[config.mk]
export PLATFORM = sky130hd
export DESIGN_NAME = riff_ani_header_exploit_scan
export DESIGN_NICKNAME = d
export VERILOG_FILES = /design/src/rtl/core/riffscan_pkg.sv /design/src/rtl/core/riff_ani_header_exploit_scan.sv
export SDC_FILE = /design/constraint.sdc
export NUM_CORES = 1
export LEC_CHECK = 0
export BUFFER_PORTS_ARGS = -buffer_cell sky130_fd_sc_hd__buf_4
export CAP_MARGIN = 20
export CORE_ASPECT_RATIO = 0.75
export CORE_MARGIN = 2
export CORE_UTILIZATION = 50
export DETAILED_ROUTE_END_ITERATION = 8
export GPL_ROUTABILITY_DRIVEN = 1
export HOLD_SLACK_MARGIN = 0.12
export PLACE_DENSITY = 0.79
export RECOVER_POWER = 100
export SKIP_LAST_GASP = 1
export SYNTH_ARGS = -nofsm -noshare
export SYNTH_HDL_FRONTEND = slang
export SYNTH_SLANG_ARGS = --single-unit
[constraint.sdc]
create_clock -name clk -period 4.2 [get_ports clk]
set_input_delay 0.84 -clock clk [delete_from_list [all_inputs] [get_ports clk]]
set_output_delay 0.84 -clock clk [all_outputs]
set_load 0.01 [all_outputs]
[src/rtl/core/riffscan_pkg.sv]
`default_nettype none

package riffscan_pkg;

  // field widths
  localparam int unsigned LIMIT_W  = 16;
  localparam int unsigned SIZE_W   = 32;
  localparam int unsigned RUN_W    = 17;
  localparam int unsigned SKIP_W   = 33;
  localparam int unsigned IDX_W    = 4;
  localparam int unsigned CFG_IDX_W = 1;
  localparam int unsigned CFG_W    = 32;

  // configuration register indexes
  localparam logic [CFG_IDX_W-1:0] CFG_LIST_RUN_LIMIT     = 1'd0;
  localparam logic [CFG_IDX_W-1:0] CFG_ANIH_EXPECTED_SIZE = 1'd1;

  // configuration reset values
  localparam logic [LIMIT_W-1:0] LIST_RUN_LIMIT_RST     = 16'd1000;
  localparam logic [SIZE_W-1:0]  ANIH_EXPECTED_SIZE_RST = 32'd36;

  // four character codes, first byte in the top bits
  localparam logic [31:0] ID_RIFF = 32'h5249_4646;
  localparam logic [31:0] ID_RIFX = 32'h5249_4658;
  localparam logic [31:0] ID_ACON = 32'h4143_4F4E;
  localparam logic [31:0] ID_ANIH = 32'h616E_6968;
  localparam logic [31:0] ID_LIST = 32'h4C49_5354;
  localparam logic [31:0] ID_PROP = 32'h5052_4F50;
  localparam logic [31:0] ID_FORM = 32'h464F_524D;
  localparam logic [31:0] ID_CAT  = 32'h4341_5420;

  // byte positions inside the headers
  localparam logic [IDX_W-1:0] IDX_ID_LAST   = 4'd3;
  localparam logic [IDX_W-1:0] IDX_SIZE_LAST = 4'd7;
  localparam logic [IDX_W-1:0] IDX_FORM_LAST = 4'd11;
  localparam logic [IDX_W-1:0] IDX_SIZE_FIRST = 4'd4;
  localparam logic [IDX_W-1:0] IDX_FORM_FIRST = 4'd8;

  // stop reasons
  localparam logic [2:0] REASON_NOT_RIFF   = 3'd0;
  localparam logic [2:0] REASON_NOT_ACON   = 3'd1;
  localparam logic [2:0] REASON_FILE_ENDED = 3'd2;
  localparam logic [2:0] REASON_NESTED     = 3'd3;
  localparam logic [2:0] REASON_LIST_LIMIT = 3'd4;
  localparam logic [2:0] REASON_BAD_ANIH   = 3'd5;

  typedef enum logic [1:0] {
    PH_FILE_HDR,
    PH_CHUNK_HDR,
    PH_LIST_TYPE,
    PH_SKIP
  } phase_t;

  typedef struct packed {
    logic [7:0] data_byte;
    logic       last_byte;
  } in_item_t;

  typedef struct packed {
    logic       exploit_found;
    logic [2:0] stop_reason;
  } out_item_t;

endpackage

`default_nettype wire

[src/rtl/core/riff_ani_header_exploit_scan.sv]
`default_nettype none

// channel  | direction | payload     | handshake
// in_      | input     | in_item_t   | in_valid / in_ready
// out_     | output    | out_item_t  | out_valid / out_ready
// cfg_     | input     | 32 bit data | cfg_we, no wait
//
// one byte is taken per cycle; its verdict, if any, shows on out_ the next cycle
// a full output register stalls input only while out_ready is low
// each byte updates counters and shift registers in a single registered pass
// rst_n clears the parse state and out_valid and loads register defaults
// no clearing pass; the block takes bytes from the first cycle after reset

module riff_ani_header_exploit_scan
  import riffscan_pkg::*;
(
  input  wire logic                 clk,
  input  wire logic                 rst_n,
  input  wire logic                 in_valid,
  output logic                      in_ready,
  input  wire in_item_t             in_data,
  output logic                      out_valid,
  input  wire logic                 out_ready,
  output out_item_t                 out_data,
  input  wire logic                 cfg_we,
  input  wire logic [CFG_IDX_W-1:0] cfg_index,
  input  wire logic [CFG_W-1:0]     cfg_wdata
);

  // configuration registers
  logic [LIMIT_W-1:0] limit_r;
  logic [SIZE_W-1:0]  anih_size_r;

  // parse state
  phase_t             phase_r, phase_nxt;
  logic [IDX_W-1:0]   idx_r, idx_nxt;
  logic [31:0]        id_r, id_nxt;
  logic [SIZE_W-1:0]  size_r, size_nxt;
  logic [SKIP_W-1:0]  skip_r, skip_nxt;
  logic               big_r, big_nxt;
  logic [RUN_W-1:0]   run_r, run_nxt;
  logic               verdict_r, verdict_nxt;

  // output register
  logic               out_valid_r, out_valid_nxt;
  out_item_t          out_data_r, out_data_nxt;

  // decision of the current byte
  logic               stop;
  logic [2:0]         reason;

  logic               in_xfer;
  logic               consume;
  logic [7:0]         b;
  logic               last;
  logic [31:0]        id_shift;
  logic [SIZE_W-1:0]  size_new;
  logic [RUN_W-1:0]   run_inc;
  logic [SKIP_W-1:0]  skip_load;
  logic [SKIP_W-1:0]  skip_dec;
  logic               is_anih;
  logic               is_riff_id;
  logic               is_list_id;
  logic               run_over;
  logic               run_inc_over;
  logic               run_one_over;

  // handshake
  assign in_ready  = !out_valid_r || out_ready;
  assign in_xfer   = in_valid && in_ready;
  assign consume   = in_xfer && !verdict_r;
  assign out_valid = out_valid_r;
  assign out_data  = out_data_r;

  // shared decode
  assign b         = in_data.data_byte;
  assign last      = in_data.last_byte;
  assign id_shift  = {id_r[23:0], b};
  assign size_new  = big_r ? {size_r[23:0], b} : {b, size_r[31:8]};
  assign run_inc   = (run_r == {RUN_W{1'b1}}) ? run_r : run_r + RUN_W'(1);
  assign skip_load = {1'b0, size_new} + {{SIZE_W{1'b0}}, size_new[0]};
  assign skip_dec  = (skip_r != '0) ? skip_r - SKIP_W'(1) : skip_r;
  assign is_anih   = (id_r == ID_ANIH);
  assign is_riff_id = (id_r == ID_RIFF) || (id_r == ID_RIFX);
  assign is_list_id = (id_r == ID_LIST) || (id_r == ID_PROP) ||
                      (id_r == ID_FORM) || (id_r == ID_CAT);
  assign run_over     = run_r > {1'b0, limit_r};
  assign run_inc_over = run_inc > {1'b0, limit_r};
  assign run_one_over = (limit_r == '0);

  // next parse state; after a verdict the state is unused until the last byte
  always_comb begin
    phase_nxt   = phase_r;
    idx_nxt     = idx_r;
    id_nxt      = id_r;
    size_nxt    = size_r;
    skip_nxt    = skip_r;
    big_nxt     = big_r;
    run_nxt     = run_r;
    verdict_nxt = verdict_r;
    if (consume) begin
      verdict_nxt = stop;
      unique case (phase_r)
        PH_FILE_HDR: begin
          idx_nxt = idx_r + IDX_W'(1);
          if (idx_r < IDX_SIZE_FIRST || idx_r >= IDX_FORM_FIRST) begin
            id_nxt = id_shift;
          end
          if (idx_r == IDX_ID_LAST) begin
            big_nxt = (id_shift == ID_RIFX);
          end else if (idx_r == IDX_FORM_LAST) begin
            phase_nxt = PH_CHUNK_HDR;
            idx_nxt   = '0;
          end
        end
        PH_CHUNK_HDR: begin
          idx_nxt = idx_r + IDX_W'(1);
          if (idx_r < IDX_SIZE_FIRST) begin
            id_nxt = id_shift;
          end else begin
            size_nxt = size_new;
          end
          if (idx_r == IDX_SIZE_LAST) begin
            idx_nxt = '0;
            if (is_list_id) begin
              phase_nxt = PH_LIST_TYPE;
            end else begin
              run_nxt  = RUN_W'(1);
              skip_nxt = skip_load;
              if (skip_load != '0) begin
                phase_nxt = PH_SKIP;
              end
            end
          end
        end
        PH_LIST_TYPE: begin
          idx_nxt = idx_r + IDX_W'(1);
          if (idx_r == IDX_ID_LAST) begin
            run_nxt   = run_inc;
            phase_nxt = PH_CHUNK_HDR;
            idx_nxt   = '0;
          end
        end
        PH_SKIP: begin
          skip_nxt = skip_dec;
          if (skip_dec == '0) begin
            phase_nxt = PH_CHUNK_HDR;
            idx_nxt   = '0;
          end
        end
      endcase
    end
    // the last byte starts a new file
    if (in_xfer && last) begin
      phase_nxt   = PH_FILE_HDR;
      idx_nxt     = '0;
      id_nxt      = '0;
      size_nxt    = '0;
      skip_nxt    = '0;
      big_nxt     = 1'b0;
      run_nxt     = RUN_W'(1);
      verdict_nxt = 1'b0;
    end
  end

  // verdict of the current byte
  always_comb begin
    stop   = 1'b0;
    reason = REASON_FILE_ENDED;
    unique case (phase_r)
      PH_FILE_HDR: begin
        if (idx_r == IDX_ID_LAST) begin
          if (id_shift != ID_RIFF && id_shift != ID_RIFX) begin
            stop   = 1'b1;
            reason = REASON_NOT_RIFF;
          end
        end else if (idx_r == IDX_FORM_LAST) begin
          if (id_shift != ID_ACON) begin
            stop   = 1'b1;
            reason = REASON_NOT_ACON;
          end else if (run_over) begin
            stop   = 1'b1;
            reason = REASON_LIST_LIMIT;
          end
        end
      end
      PH_CHUNK_HDR: begin
        if (idx_r == IDX_SIZE_LAST) begin
          if (is_anih && size_new != anih_size_r) begin
            stop   = 1'b1;
            reason = REASON_BAD_ANIH;
          end else if (is_riff_id) begin
            stop   = 1'b1;
            reason = REASON_NESTED;
          end else if (!is_list_id && skip_load == '0 && run_one_over) begin
            stop   = 1'b1;
            reason = REASON_LIST_LIMIT;
          end
        end
      end
      PH_LIST_TYPE: begin
        if (idx_r == IDX_ID_LAST && run_inc_over) begin
          stop   = 1'b1;
          reason = REASON_LIST_LIMIT;
        end
      end
      PH_SKIP: begin
        if (skip_dec == '0 && run_over) begin
          stop   = 1'b1;
          reason = REASON_LIST_LIMIT;
        end
      end
    endcase
    // early end of file
    if (!stop && last) begin
      stop   = 1'b1;
      reason = REASON_FILE_ENDED;
    end
  end

  // output register
  always_comb begin
    out_valid_nxt = out_valid_r;
    out_data_nxt  = out_data_r;
    if (out_ready) begin
      out_valid_nxt = 1'b0;
    end
    if (consume && stop) begin
      out_valid_nxt              = 1'b1;
      out_data_nxt.stop_reason   = reason;
      out_data_nxt.exploit_found = (reason == REASON_BAD_ANIH);
    end
  end

  // control registers
  always_ff @(posedge clk) begin
    if (!rst_n) begin
      phase_r     <= PH_FILE_HDR;
      idx_r       <= '0;
      id_r        <= '0;
      size_r      <= '0;
      skip_r      <= '0;
      big_r       <= 1'b0;
      run_r       <= RUN_W'(1);
      verdict_r   <= 1'b0;
      out_valid_r <= 1'b0;
    end else begin
      phase_r     <= phase_nxt;
      idx_r       <= idx_nxt;
      id_r        <= id_nxt;
      size_r      <= size_nxt;
      skip_r      <= skip_nxt;
      big_r       <= big_nxt;
      run_r       <= run_nxt;
      verdict_r   <= verdict_nxt;
      out_valid_r <= out_valid_nxt;
    end
  end

  // result payload
  always_ff @(posedge clk) begin
    out_data_r <= out_data_nxt;
  end

  // configuration writes
  always_ff @(posedge clk) begin
    if (!rst_n) begin
      limit_r     <= LIST_RUN_LIMIT_RST;
      anih_size_r <= ANIH_EXPECTED_SIZE_RST;
    end else if (cfg_we) begin
      unique case (cfg_index)
        CFG_LIST_RUN_LIMIT:     limit_r     <= cfg_wdata[LIMIT_W-1:0];
        CFG_ANIH_EXPECTED_SIZE: anih_size_r <= cfg_wdata[SIZE_W-1:0];
        default: ;
      endcase
    end
  end

endmodule

`default_nettype wire

==> metrics.cfg, run 1 <==
[outcome]
status = completed

[power_and_ir_drop]
p_comb_frac = 0.078
swShare = 0.282
power.share.clock = 0.446
power.leakage_uw = 0.00466
internal_power_uw = 2610
p_total_uw = 3640
powerDensity_nw_per_um2 = 277
p_switching_uw = 1030
seqPwrFrac = 0.476
peakVddDrop_mv = 0.399

[clock_network]
clock_sinks = 175
cts-root-buf = clkbuf_16
cts_made_buffers = 17
htreeDepth = 4
cts_tree = done
cts.path.max_buffers = 2
clock_latency_ps = 450
clkTransAtPathRegs_ps = 80
cts_hold_buf = 0

[logic_synthesis]
yosys.cell_types.count = 77
synth_edf_count = 4
synth_nets = 1588
yosysTopAreaCell = dfxtp_1
syn-mean-instance-area_sq_um = 7.54
synth-async-reset-ratio = 0
synth-seq-area-share = 0.312
ys.flop_type = dfxtp_1
netlist_instances = 1505
yosys-top-cells-area = dfxtp_1, nand2_1, a21oi_1, xnor2_1, nor2_1
synth_top_cell_area_share = 0.302
ys_seq_elements = 175
synth_warnings = 0
syn-cell-area_sq_um = 11300

[sta]
final_hold_viol_count = 0
setup_violations = 0
worstMarginPinSlew_ps = 1340
skew_ps = 18.5
min_period_over_period = 0.972
relSlewSlack = 0.104
clock.fmax_ghz = 0.245
period_needed_ps = 4080
tns_ps = 0
timing.final.max_slew_violations = 0
fin_ws_ps = 118

[cells_and_area]
utilization = 0.592
areaGrowthSynthToFinish_pct = 15.8
multiInputGateArea_sq_um = 7360
regArea_sq_um = 3550
drive_above_1_share = 0.142
finalNonFillerCells = 1898
num-fill-cells = 2023
layout.nets = 1674
final_common_cell = nand2_1
layout_common_cells = nand2_1, dfxtp_1, a21oi_1
n_antenna_cell = 0

[setup_path]
crit-reg2reg-launch = big_r
critPathRequiredTime_ps = 4330
reg2reg_to = out_data[3]
crit_path_end_kind = flop
start_kind = flop
crit_type = flop to flop
critPathArrivalTime_ps = 4220
crit_fanout = 18
setup.worst_path.end = out_data[3]
cp-startpoint = big_r
ff2ff_path_depth = 12
r2r_slack_ps = 120

[grt]
antenna_found_initial = 1
grt_usage = 0.311
grt_max_degree = 74
first_global_vias = 10900
grt_first_pass_wirelength_um = 58600
overflow = 0

[placement]
gp_congestion = 0.963
dpl.hpwl_um = 28000
io_buffers = 52
dp.cells = 1863
post-place-ws_ps = -45.9

[die]
core-area_sq_um = 22200
ios = 53
dieArea_sq_um = 23900
die_w_um = 178
initial_core_util = 0.512
die_h_um = 134
row_count = 47

[drt]
drt_iter0_markers = 1466
ant_nets = 0
drc = 0
vias = 11900
wire_per_inst_um = 19.6
dr.pass1.iters = 6
routed_wl_um = 37300
routed_via_density = 6.28

[min_path]
hold-path-cell-count = 2
holdCritPathClass = flop to flop

[run]
maxCapViolations = 0

[worst max-delay path, stage by stage (launching register included)]
cell and delay, ps:
dfxtp_2 450, buf_4 300, mux2i_1 770, nor2_1 290
nand3_1 160, buf_4 180, nor4_1 100, a211oi_1 340
nor4b_1 320, nand4_1 230, nor3_2 290, a21oi_2 120
o21ai_2 230
[stage by stage]
stage	hold slack (ps)	area (sq um)
after floorplan	440	11400
after global placement	457	12500
after detailed placement	462	12500
after CTS	473	13100
after global routing	491	13100
final	471	13100
[registers in the layout, indices dropped and copies added (netlist names)]
register and count:
skip_r 33, anih_size_r 32, id_r 32, size_r 32, run_r 17, limit_r 16
idx_r 4, out_data 4, phase_r 2, big_r 1, out_valid 1, verdict_r 1
[power groups by stage]
stage                     logic [uW]  registers, uW  clock network, uW
after floorplan                  171           1760                  0
after global placement           269           1770                  0
after detailed placement         277           1770                  0
after CTS                        278           1730               1630
after global routing             309           1730               1680
final                            283           1730               1620
[layout make-up]
type,instances,area share
Inverter,28,0.00800
Tap cell,294,0.0280
Sequential cell,175,0.270
Timing Repair Buffer,158,0.0886
Clock inverter,14,0.0124
Clock buffer,18,0.0327
Multi-Input combinational cell,1211,0.560
[logic make-up after synthesis]
group | synth area share
AOI/OAI and AO/OA | 0.195
xor gates and xnor gates | 0.0679
adders and majority gates | 0.0397
buffers and inverters | 0.0447
DFF | 0.312
muxes | 0.0377
and+or+nand+nor | 0.302
[per-layer routing]
metal  vias up  track usage  part of all wire
met4         2       0.0783             0.017
met5         -            0           0.00035
met2       565        0.457              0.42
met1      5659        0.450              0.46
met3        45       0.0814             0.097
li1       5650            -                 -
[cell usage after synthesis (22+ instances only)]
cell	instances
a211oi_1	50
a21oi_1	144
clkbuf_1	75
dfxtp_1	171
ha_1	36
inv_1	27
mux2i_1	36
nand2_1	255
nand3_1	47
nand4_1	44
nor2_1	131
nor3_1	35
nor4_1	33
o21ai_0	58
xnor2_1	66
xor2_1	22
[timing repair]
action	in CTS	in global routing
setup endpoints to repair	3	9
setup buffers	0	2
resized for setup	1	15
pin swaps	1	10
[how the worst min path moves through the flow]
stage | start | endpoint
3_3_place_gp | id_r[30] | id_r[30]
5_1_grt | anih_size_r[1] | anih_size_r[1]
2_1_floorplan | verdict_r | verdict_r
6_report | anih_size_r[1] | anih_size_r[1]
3_5_place_dp | anih_size_r[1] | anih_size_r[1]
4_1_cts | anih_size_r[1] | anih_size_r[1]
No activity file was read; power rests on OpenSTA's default activity.
==> run 2, diff against run 1 <==
--- a/config.mk
+++ b/config.mk
@@ -13,7 +13,7 @@
 export DETAILED_ROUTE_END_ITERATION = 8
 export GPL_ROUTABILITY_DRIVEN = 1
 export HOLD_SLACK_MARGIN = 0.12
-export PLACE_DENSITY = 0.79
+export PLACE_DENSITY = 0.66
 export RECOVER_POWER = 100
 export SKIP_LAST_GASP = 1
 export SYNTH_ARGS = -nofsm -noshare
==> metrics.cfg, run 2 (same netlist as run 1, synthesis figures left out) <==
[sta]
rsz0062_at_grt = false
clock.fmax_ghz = 0.253  ; +3.1%
timing.final.max_slew_violations = 45  ; +45
final_hold_viol_count = 0  ; unchanged
hold_slack_ps = 468  ; -2.88 ps
tns_ps = 0  ; unchanged
skew_ps = 21.3  ; +2.81 ps
min_period_over_period = 0.942  ; -0.0295
setup_violations = 0  ; unchanged
worstMarginPinSlew_ps = 1640  ; +296 ps
relSlewSlack = -0.0946  ; -0.198
period_needed_ps = 3960  ; -124 ps

[power_and_ir_drop]
powerDensity_nw_per_um2 = 275  ; -0.65%
p_total_uw = 3630  ; -0.33%
power.leakage_uw = 0.00466  ; +0.11%
peakVddDrop_mv = 0.284  ; -29%

[setup_path]
crit_path_end_kind = flop
slowest_delay_ps = 630  ; -140 ps
critPathSlowestCell = or4_1
critPathRequiredTime_ps = 4340  ; about the same
crit_type = flop to flop
crit_top_cell = buf_4
start_kind = flop
critPathArrivalTime_ps = 4100  ; -120 ps
crit_chain = or4_1, nor4_4, and3_2, a221oi_1, a2111oi_4, buf_4, nand4_1, o41ai_1, buf_4, o311a_1, a21oi_2, o21ai_2
ff2ff_path_depth = 12  ; unchanged
crit_fanout = 6  ; -12

[clock_network]
cts-root-buf = clkbuf_16
clkTransAtPathRegs_ps = 70  ; about the same
clock_latency_ps = 450  ; about the same
clock_sinks = 175  ; unchanged
cts_made_buffers = 17  ; unchanged
cts_tree = done
cts_hold_buf = 0  ; unchanged
cts.path.max_buffers = 2  ; unchanged
htreeDepth = 4  ; unchanged

[cells_and_area]
final_common_cell = nand2_1
layout_common_cells = nand2_1, dfxtp_1, a21oi_1
areaGrowthSynthToFinish_pct = 16.1
drive_above_1_share = 0.145  ; +0.00312
layout.nets = 1674  ; unchanged
largest_reg_flops = 33  ; unchanged
n_antenna_cell = 0  ; unchanged
finalNonFillerCells = 1898  ; unchanged
largest-register = skip_r
fin_area_sq_um = 13200  ; +0.31%

[placement]
dpl.hpwl_um = 27700  ; -0.89%
gp_congestion = 1.05  ; +9.4%
dp.cells = 1862  ; -0.054%
io_buffers = 52  ; unchanged
dpl-instance-area_sq_um = 12500  ; +0.14%

[drt]
ant_nets = 0  ; unchanged
routed_via_density = 6.17  ; -1.7%
wire_per_inst_um = 19.4  ; -0.94%
drc = 0  ; unchanged
vias = 11700  ; -1.7%
dr.pass1.iters = 5  ; -1
routed_wl_um = 36900  ; -0.94%
drt_iter0_markers = 1471  ; +0.34%

[grt]
grt_use_met1 = 0.489  ; +0.0393
top_usage_layer = met1
grt_usage = 0.310  ; -0.000628
first_global_vias = 10400  ; -4.1%
overflow = 0  ; unchanged
grt_first_pass_wirelength_um = 58300  ; -0.54%
use_met2 = 0.432  ; -0.0250
antenna_found_initial = 0  ; -1
met3_usage = 0.0597  ; -0.0217
grt_max_degree = 85  ; +15%

[min_path]
holdCritPathClass = flop to flop
hold-path-cell-count = 2  ; unchanged

[die]
core-area_sq_um = 22200  ; unchanged
die_h_um = 134  ; unchanged
row_count = 47  ; unchanged
initial_core_util = 0.512  ; unchanged
ios = 53  ; unchanged
die_w_um = 178  ; unchanged
dieArea_sq_um = 23900  ; unchanged

[outcome]
status = finished, violations left
violations = max-capacitance violations, max-slew violations

[run]
maxCapViolations = 1  ; +1

==> run 2: worst paths after layout <==
| check | from | end | slack (ps) |
|---|---|---|---|
| worst max-delay path | skip_r[14] | out_data[0] | 240 |
| worst min-delay path | anih_size_r[0] | anih_size_r[0] | 470 |
| worst max register to register | skip_r[14] | out_data[0] | 240 |
| worst min register to register | anih_size_r[0] | anih_size_r[0] | 470 |
==> run 2: layer usage <==
| metal | up-vias | part of all wire |
|---|---|---|
| met3 | 33 | 0.094 |
| met1 | 5492 | 0.49 |
| met4 | 0 | 0.0097 |
| met2 | 536 | 0.40 |
| li1 | 5652 | - |
| met5 | - | 0 |
==> run 2: report_power, final <==
group          internal [uW]  leakage [uW]  total, uW  switching, uW
sequential              1700       0.00142       1730           34.4
clock                    809      0.000280       1610            804
combinational            109       0.00296        283            174
==> run 2: area by class of cell <==
cell class              instances  area, sq um
flip-flops and latches        175         3550
well taps                     294          368
repair buffers                158         1170
inverters                      28          105
fillers                      2017         8990
clock buffers                  18          439
multi-input cells            1211         7400
clock inverters                14          148
==> run 2: timing repair <==
| action | 4_1_cts | 5_1_grt |
|---|---|---|
| cloned | 0 | 0 |
| endpoints found under the setup margin | 9 | 11 |
| buffers inserted | 0 | 2 |
| resized for setup | 6 | 18 |
| pin swaps | 1 | 10 |
==> run 2: critical path: cells and delay by family, from the launching register on <==
family	cells	cell delay, ps
and+or+nand+nor	4	1610
AOI/OAI and AO/OA	6	1310
DFF	1	370
buffers and inverters	2	360
==> run 2: metrics by stage <==
step,setup WS [ps],util
6_report,242,0.594
5_1_grt,15.2,0.594
4_1_cts,48.2,0.593
3_5_place_dp,-148,0.566
3_3_place_gp,-180,0.565
2_1_floorplan,3.51,-
